## config.mk

```make
export PLATFORM = sky130hd
export DESIGN_NAME = avt_accum
export DESIGN_NICKNAME = d
export VERILOG_FILES = /design/src/rtl/core/avt_pkg.sv /design/src/rtl/core/avt_accum.sv
export SDC_FILE = /design/constraint.sdc
export NUM_CORES = 1
export LEC_CHECK = 0
export BUFFER_PORTS_ARGS = -buffer_cell sky130_fd_sc_hd__buf_2
export CORE_AREA = 3 3 286 288
export DETAILED_ROUTE_END_ITERATION = 10
export DIE_AREA = 0 0 289 291
export HOLD_SLACK_MARGIN = 0.06
export MAX_ROUTING_LAYER = met4
export SLEW_MARGIN = 10
export SYNTH_ARGS = -nofsm -noshare
export SYNTH_HDL_FRONTEND = slang
export SYNTH_SLANG_ARGS = --single-unit
```

## constraint.sdc

```tcl
create_clock -name clk -period 16.5 [get_ports clk]
set_clock_uncertainty 0.1 [all_clocks]
set_input_delay 4.125 -clock clk [delete_from_list [all_inputs] [get_ports clk]]
set_output_delay 4.125 -clock clk [all_outputs]
set_load 0.02 [all_outputs]
```

## src/rtl/core/avt_pkg.sv

```systemverilog
// ----------------------------------------------------------------------------
// avt_pkg
// Types and constants shared by the affine vector transform pipeline.
// ----------------------------------------------------------------------------
`default_nettype none

package avt_pkg;

  localparam int VEC_W      = 32;
  localparam int ENT_W      = 16;
  localparam int ROW_W      = 3 * ENT_W;
  localparam int FRAC_SHIFT = 14;
  localparam int DIFF_W     = VEC_W + 1;
  localparam int PROD_W     = DIFF_W + ENT_W;
  localparam int BIAS_W     = VEC_W + FRAC_SHIFT;
  localparam int ACC_W      = PROD_W + 3;
  localparam int SHR_W      = ACC_W - FRAC_SHIFT;
  localparam int IDX_W      = 3;

  typedef enum logic [1:0] {
    OP_XFORM      = 2'd0,
    OP_ROTATE     = 2'd1,
    OP_INV_ROTATE = 2'd2,
    OP_INV_XFORM  = 2'd3
  } avt_op_t;

  localparam logic [IDX_W-1:0] REG_ROT_ROW0 = 3'd0;
  localparam logic [IDX_W-1:0] REG_ROT_ROW1 = 3'd1;
  localparam logic [IDX_W-1:0] REG_ROT_ROW2 = 3'd2;
  localparam logic [IDX_W-1:0] REG_TRANS_X  = 3'd3;
  localparam logic [IDX_W-1:0] REG_TRANS_Y  = 3'd4;
  localparam logic [IDX_W-1:0] REG_TRANS_Z  = 3'd5;

  localparam logic [ROW_W-1:0] ROT_ROW0_RST = 48'h0000_0000_4000;
  localparam logic [ROW_W-1:0] ROT_ROW1_RST = 48'h0000_4000_0000;
  localparam logic [ROW_W-1:0] ROT_ROW2_RST = 48'h4000_0000_0000;

  typedef logic signed [VEC_W-1:0]  avt_vec_t;
  typedef logic signed [DIFF_W-1:0] avt_diff_t;
  typedef logic signed [ENT_W-1:0]  avt_ent_t;
  typedef logic signed [PROD_W-1:0] avt_prod_t;
  typedef logic signed [BIAS_W-1:0] avt_bias_t;
  typedef logic signed [ACC_W-1:0]  avt_acc_t;
  typedef logic signed [SHR_W-1:0]  avt_shr_t;

  typedef struct packed {
    avt_op_t  operation;
    avt_vec_t vec_x;
    avt_vec_t vec_y;
    avt_vec_t vec_z;
  } avt_in_t;

  typedef struct packed {
    avt_vec_t out_x;
    avt_vec_t out_y;
    avt_vec_t out_z;
    logic     saturated;
  } avt_out_t;

  typedef struct packed {
    logic [2:0][ROW_W-1:0] rot_row;
    avt_vec_t [2:0]        trans;
  } avt_cfg_t;

  typedef struct packed {
    avt_diff_t [2:0]      vec;
    avt_ent_t  [2:0][2:0] mat;
    avt_bias_t [2:0]      bias;
  } avt_prep_t;

  typedef struct packed {
    avt_prod_t [2:0][2:0] prod;
    avt_bias_t [2:0]      bias;
  } avt_mult_t;

  typedef struct packed {
    avt_acc_t [2:0] acc;
  } avt_sum_t;

endpackage

`default_nettype wire

```

## src/rtl/core/avt_accum.sv

```systemverilog
// ----------------------------------------------------------------------------
// avt_accum
// Sum stage: row products plus translation bias, full precision.
// ----------------------------------------------------------------------------
`default_nettype none

module avt_accum (
  input  wire logic               clk,
  input  wire logic               rst_n,
  input  wire logic               up_valid,
  output logic                    up_stall,
  input  wire avt_pkg::avt_mult_t up_data,
  output logic                    dn_valid,
  input  wire logic               dn_stall,
  output avt_pkg::avt_sum_t       dn_data
);

  logic              vld_r;
  logic              vld_nxt;
  logic              load;
  avt_pkg::avt_sum_t data_r;
  avt_pkg::avt_sum_t data_nxt;

  assign load     = !vld_r || !dn_stall;
  assign up_stall = !load;
  assign vld_nxt  = load ? up_valid : vld_r;

  always_comb begin
    for (int i = 0; i < 3; i++) begin
      data_nxt.acc[i] = avt_pkg::avt_acc_t'(up_data.prod[i][0]) +
                        avt_pkg::avt_acc_t'(up_data.prod[i][1]) +
                        avt_pkg::avt_acc_t'(up_data.prod[i][2]) +
                        avt_pkg::avt_acc_t'(up_data.bias[i]);
    end
  end

  always_ff @(posedge clk) begin
    if (!rst_n) begin
      vld_r <= 1'b0;
    end else begin
      vld_r <= vld_nxt;
    end
    if (load) begin
      data_r <= data_nxt;
    end
  end

  assign dn_valid = vld_r;
  assign dn_data  = data_r;

endmodule

`default_nettype wire

```

-- Yosys cells after proc, flatten, opt, wreduce, memory -nomap -nowiden
Cells that the tools add are included.
- register bits: 157
- output and inout bits: 158
- bits of input ports: 583
- reductions and logical operators: 4
- $add $sub $neg: 9
- operators by type and width (kind ; number):
    adder 51 x 46 -> 52 bit ; 3
    adder 50 x 49 -> 51 bit ; 3
    adder 49 x 49 -> 50 bit ; 3
    logical NOT 1 bit ; 3
    logical OR 1 bit ; 1

-- Depth between registers and ports, before layout
- word-level depth: 3
- depth in mapped cells: 16
- gate-level depth less buffers: 16

-- Worst setup path after synthesis
No wires, ideal clock.
- path kind: in2out
- start: input port dn_stall
- end: output port up_stall
- stages on the path: 2
- path buffers: 0
- path slack: 4072 ps
- arrival time: 8203 ps
- cell sequence: nand2_1 -> inv_1
- word-level cells in the longest chain between the ends: 3
- RTL lines (item ; RTL line ; RTL):
    start, declared ; avt_accum.sv:14 ; input wire logic dn_stall,
    logical NOT 1 bit ; avt_accum.sv:24 ; assign load = !vld_r || !dn_stall;
    logical OR 1 bit ; avt_accum.sv:24 ;
    logical NOT 1 bit ; avt_accum.sv:25 ; assign up_stall = !load;
    end, declared ; avt_accum.sv:11 ; output logic up_stall,
No other way between the ends.

-- Worst setup path in the final report
Same ends and word-level chain as after synthesis.

==> metrics <==
status=finished, final reports clean; die area=84100 µm²; Peak Freq=~110 MHz; dpl ws=approximately 7 ns; DP Area=around 28000 µm²; post-route ant nets=0; max-cap violations=0; H-tree lvl count=4; area grow syn2layout=23.9%; Req. time, crit path=approximately 12 ns; core area=roughly 79000 µm²; via count=19900; die width=289 µm; number of synthesized flops with an enable pin=156; io pins=about 740; minimum clock period=9.26 ns; Post-DP HPWL=roughly 68000 µm; Startpoint Class=input port; WP data arrival=about 5.0 ns; multi-input logic area=between 10000 and 15000 µm²; sequential power share=21.1%; register area=4700 µm²; Root Buffer=clkbuf_16; global-route wire length before repair=114000 µm; fin nets=between 4000 and 5000; layout cells sized above 1=approximately a quarter; Comb power frac=between 60 and 70%; filler instances=between 8000 and 9000; top_reg_cell synth=edfxtp_1; Post-Route WL=around 77000 µm; worst skew pair latency=slightly below 0.5 ns; most frequent CP cell=buf_2; P_int=approximately 1.9 mW; Slew HR=between 20% and 30%; worst path bufs/invs=3; IO buf count=740; largest net degree at the start of global routing=68; CTS clk-pin slew, worst paths=about 0.080 ns; number of global-route vias before repair=19800; PD cells=~140 nW/µm²; Psw=roughly 1.9 mW; most frequent cells in the layout=inv_1, buf_2, fa_1, a21oi_1, edfxtp_1; Seq cells post-synth=157; CTS Hold Buffers Added=0; CTS tree=yes; Syn. warnings=0; Clock Sinks=about 160; CTS resizes=0; cells after synthesis=roughly 2600; Netlist Area Pre-Place=about 23000 µm²; DRC Markers=0; RSZ-0062 raised after global routing=false; clock power share=11.0%; Setup Buffers After CTS=0; setup TNS=0 ns; CTS Buf Count=17; Final Cell Area=28100 µm²; setup slack, reg-to-reg=roughly 14 ns; Mean Syn Cell Area=between 8 and 9 µm²; Initial Util=~29%; Placement Rows=slightly above 100; Peak supply drop=roughly 0.077 mV; Synth async-reset ratio=0%; Max FO, Critical Path=between 40 and 50; Slowest cell on crit path=nand2_4; First DRT Iteration DRCs=about 1300; fin crit share=between 50% and 60%; worst-margin pin slew=approximately 1.1 ns; DR WL/cell=17.6 µm; CP top delay family=simple AND/OR/NAND/NOR gates; syn nets=approximately 3600; initial antenna violation count=7; Die Y=~290 µm; CP cell instances=buf_2 > nand2_4 > inv_1 > buf_2; worst r2r src=dn_valid$_SDFFE_PN0N_; Synth cell types=between 80 and 90; register area share after synthesis=20.7%; Setup crit end kind=output port; switching share of power=roughly half; Slew Limit Fails=0; Hold Startpoint=dn_valid$_SDFFE_PN0N_; total global-route track usage=between 10% and 20%; final hold vios=0; leakage dissipation=15.4 nW; DR vias/cell=4.53; Hold Crit Class=register to register; clk buf depth=2; Worst Setup SP=dn_stall; most common cell after layout, fill and taps aside=inv_1; CP max stage delay=about 0.47 ns; critical path class=input port to output port; TritonRoute pass-1 iters=6; grt ovf=0; Worst Slack Setup Final=a little over 7 ns; gpl congestion=between 0.9 and 1; setup violators final=0
## sequential cells by signal, indices dropped and copies added, names as in the netlist
name	count
dn_valid	1
dn_data	156
## layer usage
layer / global-route usage, % / up-vias / part of all wire [%]
li1: - / 9597 / -
met4: 5.40 / 0 / 2.4
met2: 29.4 / 671 / 48
met1: 23.8 / 9518 / 44
met3: 3.41 / 68 / 6.4
met5: - / - / 0
## cell families (layout without fill, tap and decap cells)
| family | after synthesis | count (layout) | synth area share, % |
|---|---|---|---|
| adder cells (fa/ha/maj) | 450 | 450 | 34.6 |
| AND/OR/NAND/NOR | 393 | 393 | 8.33 |
| flip-flops | 157 | 157 | 20.7 |
| multiplexers | 2 | 2 | 0.0881 |
| AO/OA/AOI/OAI | 538 | 538 | 15.7 |
| buffers and inverters | 932 | 1659 | 15.5 |
| XOR/XNOR | 131 | 131 | 5.05 |
| other | 0 | 7 | 0 |
## area by class of cell
class | count | share of cell area (%)
clock buffer | 18 | 1.52
clock inverter | 13 | 0.489
multi-input combinational | 1514 | 51.5
timing repair buffer | 744 | 13.3
inverter | 884 | 11.8
sequential | 157 | 16.7
antenna | 7 | 0.0622
tap | 1050 | 4.67
## path summary, 6_finish.rpt
check,to,depth (start not counted)
worst max-delay path,up_stall,4
worst min-delay path,dn_data[13]$_DFFE_PN_,1
worst max register to register,dn_data[100]$_DFFE_PN_,2
worst min register to register,dn_data[13]$_DFFE_PN_,1
## worst reg2reg max path: stages (launching register included)
cell and delay, ns:
dfxtp_1 0.34, nand2_4 0.48, buf_4 0.87
## metrics by stage
stage / util (%) / std cells / hold WS [ns] / total power, mW
global placement: 34.8 / 4349 / 0.992 / 3.41
finish: 35.6 / 4387 / 0.971 / 3.83
floorplan: - / 2603 / 3.78 / 2.57
global route: 35.6 / 4386 / 1.07 / 4.14
detailed placement: 34.8 / 4349 / 0.997 / 3.42
CTS: 35.6 / 4380 / 1.03 / 3.87
## power by group through the flow
| stage | Clock, mW | Sequential (mW) | Combinational, mW |
|---|---|---|---|
| 2_1_floorplan | 0 | 1.08 | 1.49 |
| 3_3_place_gp | 0 | 0.818 | 2.59 |
| 3_5_place_dp | 0 | 0.817 | 2.60 |
| 4_1_cts | 0.444 | 0.813 | 2.62 |
| 5_1_grt | 0.452 | 0.829 | 2.86 |
| 6_report | 0.421 | 0.809 | 2.60 |
## cell usage after synthesis (34+ instances only)
| master | n | area (µm²) |
|---|---|---|
| nor2_1 | 95 | 357 |
| fa_1 | 297 | 5950 |
| nand2_1 | 117 | 439 |
| a21o_1 | 80 | 601 |
| o21ai_0 | 80 | 400 |
| nand3_1 | 36 | 180 |
| ha_1 | 153 | 1910 |
| xor2_1 | 41 | 359 |
| xnor2_1 | 90 | 788 |
| clkbuf_1 | 37 | 139 |
| a21oi_1 | 177 | 886 |
| inv_1 | 884 | 3320 |
| edfxtp_1 | 156 | 4680 |
| o21bai_1 | 40 | 300 |
| nand4_1 | 34 | 213 |
No activity file was read; power rests on OpenSTA's default activity.
