File: config.mk
export PLATFORM = sky130hd
export DESIGN_NAME = avt_clip
export DESIGN_NICKNAME = d
export VERILOG_FILES = /design/src/rtl/core/avt_pkg.sv /design/src/rtl/core/avt_clip.sv
export SDC_FILE = /design/constraint.sdc
export NUM_CORES = 1
export LEC_CHECK = 0
export ABC_AREA = 1
export ABC_CLOCK_PERIOD_IN_PS = 3900
export BUFFER_PORTS_ARGS = -buffer_cell sky130_fd_sc_hd__buf_4
export CORE_MARGIN = 2
export CORE_UTILIZATION = 43
export DETAILED_ROUTE_END_ITERATION = 10
export PLACE_DENSITY = 0.91
export SYNTH_ARGS = -nofsm -noshare
export SYNTH_HDL_FRONTEND = slang
export SYNTH_SLANG_ARGS = --single-unit
File: constraint.sdc
create_clock -name clk -period 3.9 [get_ports clk]
set_input_delay 0.195 -clock clk [delete_from_list [all_inputs] [get_ports clk]]
set_output_delay 0.195 -clock clk [all_outputs]
set_load 0.05 [all_outputs]
File: src/rtl/core/avt_pkg.sv
// ----------------------------------------------------------------------------
// avt_pkg
// Types and constants shared by the affine vector transform pipeline.
// ----------------------------------------------------------------------------
`default_nettype none

package avt_pkg;

  localparam int VEC_W      = 32;
  localparam int ENT_W      = 16;
  localparam int ROW_W      = 3 * ENT_W;
  localparam int FRAC_SHIFT = 14;
  localparam int DIFF_W     = VEC_W + 1;
  localparam int PROD_W     = DIFF_W + ENT_W;
  localparam int BIAS_W     = VEC_W + FRAC_SHIFT;
  localparam int ACC_W      = PROD_W + 3;
  localparam int SHR_W      = ACC_W - FRAC_SHIFT;
  localparam int IDX_W      = 3;

  typedef enum logic [1:0] {
    OP_XFORM      = 2'd0,
    OP_ROTATE     = 2'd1,
    OP_INV_ROTATE = 2'd2,
    OP_INV_XFORM  = 2'd3
  } avt_op_t;

  localparam logic [IDX_W-1:0] REG_ROT_ROW0 = 3'd0;
  localparam logic [IDX_W-1:0] REG_ROT_ROW1 = 3'd1;
  localparam logic [IDX_W-1:0] REG_ROT_ROW2 = 3'd2;
  localparam logic [IDX_W-1:0] REG_TRANS_X  = 3'd3;
  localparam logic [IDX_W-1:0] REG_TRANS_Y  = 3'd4;
  localparam logic [IDX_W-1:0] REG_TRANS_Z  = 3'd5;

  localparam logic [ROW_W-1:0] ROT_ROW0_RST = 48'h0000_0000_4000;
  localparam logic [ROW_W-1:0] ROT_ROW1_RST = 48'h0000_4000_0000;
  localparam logic [ROW_W-1:0] ROT_ROW2_RST = 48'h4000_0000_0000;

  typedef logic signed [VEC_W-1:0]  avt_vec_t;
  typedef logic signed [DIFF_W-1:0] avt_diff_t;
  typedef logic signed [ENT_W-1:0]  avt_ent_t;
  typedef logic signed [PROD_W-1:0] avt_prod_t;
  typedef logic signed [BIAS_W-1:0] avt_bias_t;
  typedef logic signed [ACC_W-1:0]  avt_acc_t;
  typedef logic signed [SHR_W-1:0]  avt_shr_t;

  typedef struct packed {
    avt_op_t  operation;
    avt_vec_t vec_x;
    avt_vec_t vec_y;
    avt_vec_t vec_z;
  } avt_in_t;

  typedef struct packed {
    avt_vec_t out_x;
    avt_vec_t out_y;
    avt_vec_t out_z;
    logic     saturated;
  } avt_out_t;

  typedef struct packed {
    logic [2:0][ROW_W-1:0] rot_row;
    avt_vec_t [2:0]        trans;
  } avt_cfg_t;

  typedef struct packed {
    avt_diff_t [2:0]      vec;
    avt_ent_t  [2:0][2:0] mat;
    avt_bias_t [2:0]      bias;
  } avt_prep_t;

  typedef struct packed {
    avt_prod_t [2:0][2:0] prod;
    avt_bias_t [2:0]      bias;
  } avt_mult_t;

  typedef struct packed {
    avt_acc_t [2:0] acc;
  } avt_sum_t;

endpackage

`default_nettype wire

File: src/rtl/core/avt_clip.sv
// ----------------------------------------------------------------------------
// avt_clip
// Result stage: floor rounding to Q16.16 and 32-bit saturation.
// ----------------------------------------------------------------------------
`default_nettype none

module avt_clip (
  input  wire logic              clk,
  input  wire logic              rst_n,
  input  wire logic              up_valid,
  output logic                   up_stall,
  input  wire avt_pkg::avt_sum_t up_data,
  output logic                   dn_valid,
  input  wire logic              dn_stall,
  output avt_pkg::avt_out_t      dn_data
);

  logic              vld_r;
  logic              vld_nxt;
  logic              load;
  avt_pkg::avt_out_t data_r;
  avt_pkg::avt_out_t data_nxt;
  avt_pkg::avt_shr_t shr [3];
  avt_pkg::avt_vec_t res [3];
  logic [2:0]        clip;

  assign load     = !vld_r || !dn_stall;
  assign up_stall = !load;
  assign vld_nxt  = load ? up_valid : vld_r;

  always_comb begin
    for (int i = 0; i < 3; i++) begin
      // arithmetic shift is floor rounding
      shr[i]  = avt_pkg::avt_shr_t'(up_data.acc[i] >>> avt_pkg::FRAC_SHIFT);
      clip[i] = !((&shr[i][avt_pkg::SHR_W-1:avt_pkg::VEC_W-1]) ||
                  !(|shr[i][avt_pkg::SHR_W-1:avt_pkg::VEC_W-1]));
      if (!clip[i]) begin
        res[i] = shr[i][avt_pkg::VEC_W-1:0];
      end else if (shr[i][avt_pkg::SHR_W-1]) begin
        res[i] = {1'b1, {(avt_pkg::VEC_W-1){1'b0}}};
      end else begin
        res[i] = {1'b0, {(avt_pkg::VEC_W-1){1'b1}}};
      end
    end
    data_nxt.out_x     = res[0];
    data_nxt.out_y     = res[1];
    data_nxt.out_z     = res[2];
    data_nxt.saturated = |clip;
  end

  always_ff @(posedge clk) begin
    if (!rst_n) begin
      vld_r <= 1'b0;
    end else begin
      vld_r <= vld_nxt;
    end
    if (load) begin
      data_r <= data_nxt;
    end
  end

  assign dn_valid = vld_r;
  assign dn_data  = data_r;

endmodule

`default_nettype wire

## Yosys cells after proc, flatten, opt, wreduce, memory -nomap -nowiden

Index checks and enable logic that the tools add are counted.
Widths: inputs -> output; s select.

- Reductions and logical operators: 20
- Multiplexer cells: 6

Operators by type and width:

| operator | count |
|---|---|
| $mux 32 | 6 |
| $reduce_and 7->1 | 3 |
| $reduce_or 7->1 | 3 |
| $logic_not 1->1 | 9 |
| $logic_or 1x1->1 | 4 |
| $reduce_or 3->1 | 1 |

- Flip-flop bits (word level): 98
- Input bits: 160
- Output and inout port bits: 99

## Logic depth before layout (Yosys ltp)

- Depth in word-level cells: 5
- Gate-level depth with buffers: 7
- Mapped depth without buffers: 6

## Worst setup path after synthesis

No wires, ideal clock.

- Path kind: reg2reg
- Start point: reg vld_r, in the netlist dn_valid
- End point: reg vld_r, in the netlist dn_valid
- Slack: -0.168 ns
- Arrival: 3.948 ns
- Setup time: 0.120 ns
- Stages on the path, launching flop included: 4
- Data required time: 3.780 ns
- Period minus slack after synthesis: 4.068 ns
- Buffers on the path: 0
- Cell sequence: dfxtp_1 -> nand2_1 -> inv_1 -> o21a_1

- Word-level cells in the longest chain between the ends: 2

RTL lines:

| item | RTL line | source |
|---|---|---|
| from (decl) | avt_clip.sv:18 | `logic vld_r;` |
| from (signal assigned) | avt_clip.sv:55 | `vld_r <= vld_nxt;` |
| $logic_not 1->1 | avt_clip.sv:27 | `assign load = !vld_r \|\| !dn_stall;` |
| $logic_or 1x1->1 | avt_clip.sv:27 |  |

No other way between the ends.
A chain may end at the register's enable or synchronous reset.

## Worst setup path in the final report

- Start point: reg vld_r, in the netlist dn_valid
- End point: out up_stall

- Word-level cells in the longest chain between the ends: 3

RTL lines:

| item | RTL line | source |
|---|---|---|
| $logic_not 1->1 | avt_clip.sv:27 |  |
| $logic_or 1x1->1 | avt_clip.sv:27 |  |
| $logic_not 1->1 | avt_clip.sv:28 | `assign up_stall = !load;` |
| to (decl) | avt_clip.sv:11 | `output logic up_stall,` |

No other way between the ends.

==> results_tabular.tex <==
\begin{tabular}{lr}
\hline
Metric & Value \\
\hline
\multicolumn{2}{l}{\textbf{Outcome}} \\
\quad Status & finished clean \\
\multicolumn{2}{l}{\textbf{Setup path}} \\
\quad CP endpoint kind & primary output \\
\quad Worst Path Required & roughly 3.7 ns \\
\quad Worst Setup Start Kind & flip-flop \\
\quad Register-to-register setup slack & between 2 and 2.5 ns \\
\quad Worst-path fanout max & between 70 and 80 \\
\quad Start-to-end type of the worst setup path & flip-flop to primary output \\
\quad Data arrival time of the worst path & between 1.5 and 2 ns \\
\multicolumn{2}{l}{\textbf{Floorplanning}} \\
\quad Die height & a little over 100 um \\
\quad Die area & between 10000 and 15000 um\^{}2 \\
\quad Chip width & roughly 100 um \\
\quad Standard cell core area & a little over 9000 um\^{}2 \\
\quad Initial Util & between 40\% and 50\% \\
\quad Floorplan row count & 35 \\
\quad Num ports & roughly 260 \\
\multicolumn{2}{l}{\textbf{GRT}} \\
\quad Global-route wire length before repair & around 15000 um \\
\quad Largest net degree at the start of global routing & 77 \\
\quad Overall global routing resource usage & about 18\% \\
\quad Global-route met3 utilization & roughly 4.5\% \\
\quad Number of antenna violations at the first check in global routing & 0 \\
\quad Most used routing layer in global routing & met2 \\
\quad Met1 demand-to-capacity share in global routing & between 10\% and 20\% \\
\quad Number of global-route vias before repair & approximately 3300 \\
\quad Met2 Resource Use GR & between 30\% and 40\% \\
\quad Grt total ovfl & 0 \\
\multicolumn{2}{l}{\textbf{Placed design}} \\
\quad Final Wtd Congestion & between 0.7 and 0.8 \\
\quad Number of I/O port buffers & 216 \\
\quad Placed standard-cell area & 5790 um\^{}2 \\
\quad HPWL reported at the end of detailed placement & roughly 7600 um \\
\quad Placed instance count & approximately 690 \\
\multicolumn{2}{l}{\textbf{Timing}} \\
\quad Slew @ Worst Pin & about 1.2 ns \\
\quad Remaining max-slew budget at the tightest pin & a little under a quarter \\
\quad Setup repair after global routing missed its margin & no \\
\quad Portion of the clock cycle consumed by the worst path in the final layout & between 50\% and 60\% \\
\quad Total negative slack for setup checks & 0 ns \\
\quad Final Max Slew Viols & 0 \\
\quad Shortest period the worst path allows & 2.00 ns \\
\quad Peak clock frequency supported by timing & between 0.4 and 0.5 GHz \\
\quad Final setup violation count & 0 \\
\quad Clock tree skew after final layout & $\sim$0.012 ns \\
\quad Hold violation count in the final report & 0 \\
\multicolumn{2}{l}{\textbf{CTS}} \\
\quad Count of cells resized by post-cts repair & 0 \\
\quad CTS H-Tree Depth & 3 \\
\quad Clock tree from TritonCTS & built \\
\quad Clock transition time at the flip-flop clock pins of the worst setup and hold paths & 0.10 ns \\
\quad Number of sinks driven by the clock tree & about 100 \\
\quad Clock insertion delay at the later pin of the skew report & approximately 0.35 ns \\
\quad CTS root buf & sky130\_fd\_sc\_hd\_\_clkbuf\_8 \\
\quad Clock buffers created by TritonCTS & 9 \\
\quad Longest Clk Path Bufs & 2 \\
\quad Setup fix buffers added after clock tree synthesis & 0 \\
\quad Hold-fix buffers at CTS & 0 \\
\multicolumn{2}{l}{\textbf{Yosys}} \\
\quad Distinct cells, synth & 18 \\
\quad Share of synthesized area occupied by flip-flops and latches & between 70\% and 80\% \\
\quad Ys Warns & 0 \\
\quad Synthesized netlist net count & approximately 530 \\
\quad Synthesized area per cell & about 11 um\^{}2 \\
\quad Area share of the largest cell type after synthesis & 69.7\% \\
\quad Largest cells by area after synthesis & sky130\_fd\_sc\_hd\_\_edfxtp\_1 (70\%), sky130\_fd\_sc\_hd\_\_nand2\_1 (17\%), sky130\_fd\_sc\_hd\_\_nand2\_2 (3.0\%) \\
\quad Syn Std Cell Area & $\sim$4200 um\^{}2 \\
\quad Cell type contributing the most total cell area after synthesis & sky130\_fd\_sc\_hd\_\_edfxtp\_1 \\
\quad Count of mapped cells out of synthesis & about 370 \\
\quad Synthesis-stage register bit count & 98 \\
\multicolumn{2}{l}{\textbf{Power and ir drop}} \\
\quad Standby leakage power & $\sim$2.7 nW \\
\quad Total chip power & approximately 2.6 mW \\
\quad Largest vdd supply drop & $\sim$0.17 mV \\
\quad Power density relative to cell area & roughly 430 nW/um\^{}2 \\
\multicolumn{2}{l}{\textbf{Layout}} \\
\quad Layout overhead on the synthesized area & 43.9\% \\
\quad Most common library cell in the layout ignoring fill and taps & sky130\_fd\_sc\_hd\_\_buf\_4 \\
\quad Non-filler instance count after layout & 710 \\
\quad Highest-count cells in the layout ignoring fill and taps & sky130\_fd\_sc\_hd\_\_buf\_4 (217), sky130\_fd\_sc\_hd\_\_nand2\_1 (190), sky130\_fd\_sc\_hd\_\_edfxtp\_1 (97) \\
\quad Finished layout cell area & 6010 um\^{}2 \\
\quad Number of nets in the finished design & between 700 and 800 \\
\quad Final-layout fill cell count & 747 \\
\quad Fraction of layout instances using a drive strength above 1 & 45.1\% \\
\quad Post-Route Utilization & between 60\% and 70\% \\
\quad Number of inserted diodes & 0 \\
\multicolumn{2}{l}{\textbf{Route}} \\
\quad Drt first pass iters & 4 \\
\quad Wirelength, routed & approximately 10000 um \\
\quad Remaining number of nets flagged by the antenna check after routing & 0 \\
\quad Post-detailed-route via-to-cell ratio & between 4 and 5 \\
\quad Number of DRC markers in iteration 0 & approximately 110 \\
\quad Vias after detailed routing & about 3300 \\
\quad Residual DRC & 0 \\
\quad Average detailed-routed wire length per instance & approximately 14 um \\
\multicolumn{2}{l}{\textbf{Min path}} \\
\quad Path class of the lowest-slack min-delay path & input pin to flip-flop \\
\multicolumn{2}{l}{\textbf{Flow run}} \\
\quad Number of maximum-capacitance constraint violations & 0 \\
\hline
\end{tabular}
## routing by layer
layer / vias up / wire length, um
met5: - / 0
met4: 0 / 360
met3: 35 / 743
met2: 155 / 5550
met1: 1544 / 3590
li1: 1602 / -
## cell families after synthesis
group,Yosys count,share of synthesized area (%)
AO/OA/AOI/OAI,5,1.56
AND/OR/NAND/NOR,233,22.6
flip-flops,98,70.2
buffers and inverters,33,5.57
## where the power goes
part / internal (mW) / switching (mW)
Clock: 0.369 / 0.353
Sequential: 1.24 / 0.0222
Combinational: 0.188 / 0.384
## path summary, 6_finish.rpt
path | start | end | cells past startpoint
setup / recovery | dn_valid | up_stall | 3
hold / removal | up_data[51] | dn_data[96] | 1
setup reg to reg | dn_valid | dn_data[17] | 2
hold reg to reg | dn_valid | dn_data[90] | 1
## flip-flops by register name (all words and copies together) (netlist names)
name      flops
dn_data      97
dn_valid      1
## critical path, cell delays in order, from the launching register on
cell	delay (ns)
sky130_fd_sc_hd__dfxtp_1	0.35
sky130_fd_sc_hd__nand2_4	0.71
sky130_fd_sc_hd__inv_1	0.14
sky130_fd_sc_hd__buf_4	0.24
## cell usage after synthesis
| library cell | instances |
|---|---|
| sky130_fd_sc_hd__o21ai_4 | 3 |
| sky130_fd_sc_hd__nor2_2 | 2 |
| sky130_fd_sc_hd__inv_1 | 11 |
| sky130_fd_sc_hd__nor3_1 | 2 |
| sky130_fd_sc_hd__nand2_1 | 191 |
| sky130_fd_sc_hd__clkbuf_1 | 3 |
| sky130_fd_sc_hd__nand3_1 | 1 |
| sky130_fd_sc_hd__o21ai_2 | 1 |
| sky130_fd_sc_hd__buf_4 | 8 |
| sky130_fd_sc_hd__o21a_1 | 1 |
| sky130_fd_sc_hd__edfxtp_1 | 97 |
| sky130_fd_sc_hd__inv_2 | 1 |
| sky130_fd_sc_hd__buf_6 | 9 |
| sky130_fd_sc_hd__dfxtp_1 | 1 |
| sky130_fd_sc_hd__nor2_1 | 15 |
| sky130_fd_sc_hd__nand2_2 | 20 |
| sky130_fd_sc_hd__buf_8 | 1 |
| sky130_fd_sc_hd__nand3_2 | 2 |
## stage by stage
stage / hold WS (ns) / setup WS [ns]
after global placement: 0.391 / 2.08
final: 0.0346 / 1.90
after CTS: 0.00783 / 1.82
after floorplan: 0.313 / 1.08
after detailed placement: 0.394 / 1.97
after global routing: 0.00510 / 1.73
## area by class of cell
type                            instances  area [um^2]  area share [%]
Sequential cell                        98         2930            48.8
Clock inverter                          6         93.8            1.56
Tap cell                              129          161            2.69
Timing Repair Buffer                  217         1630            27.1
Clock buffer                           10          128            2.12
Multi-Input combinational cell        238         1020            17.0
Inverter                               12         45.0           0.750
Power figures use the tool's default switching activity.
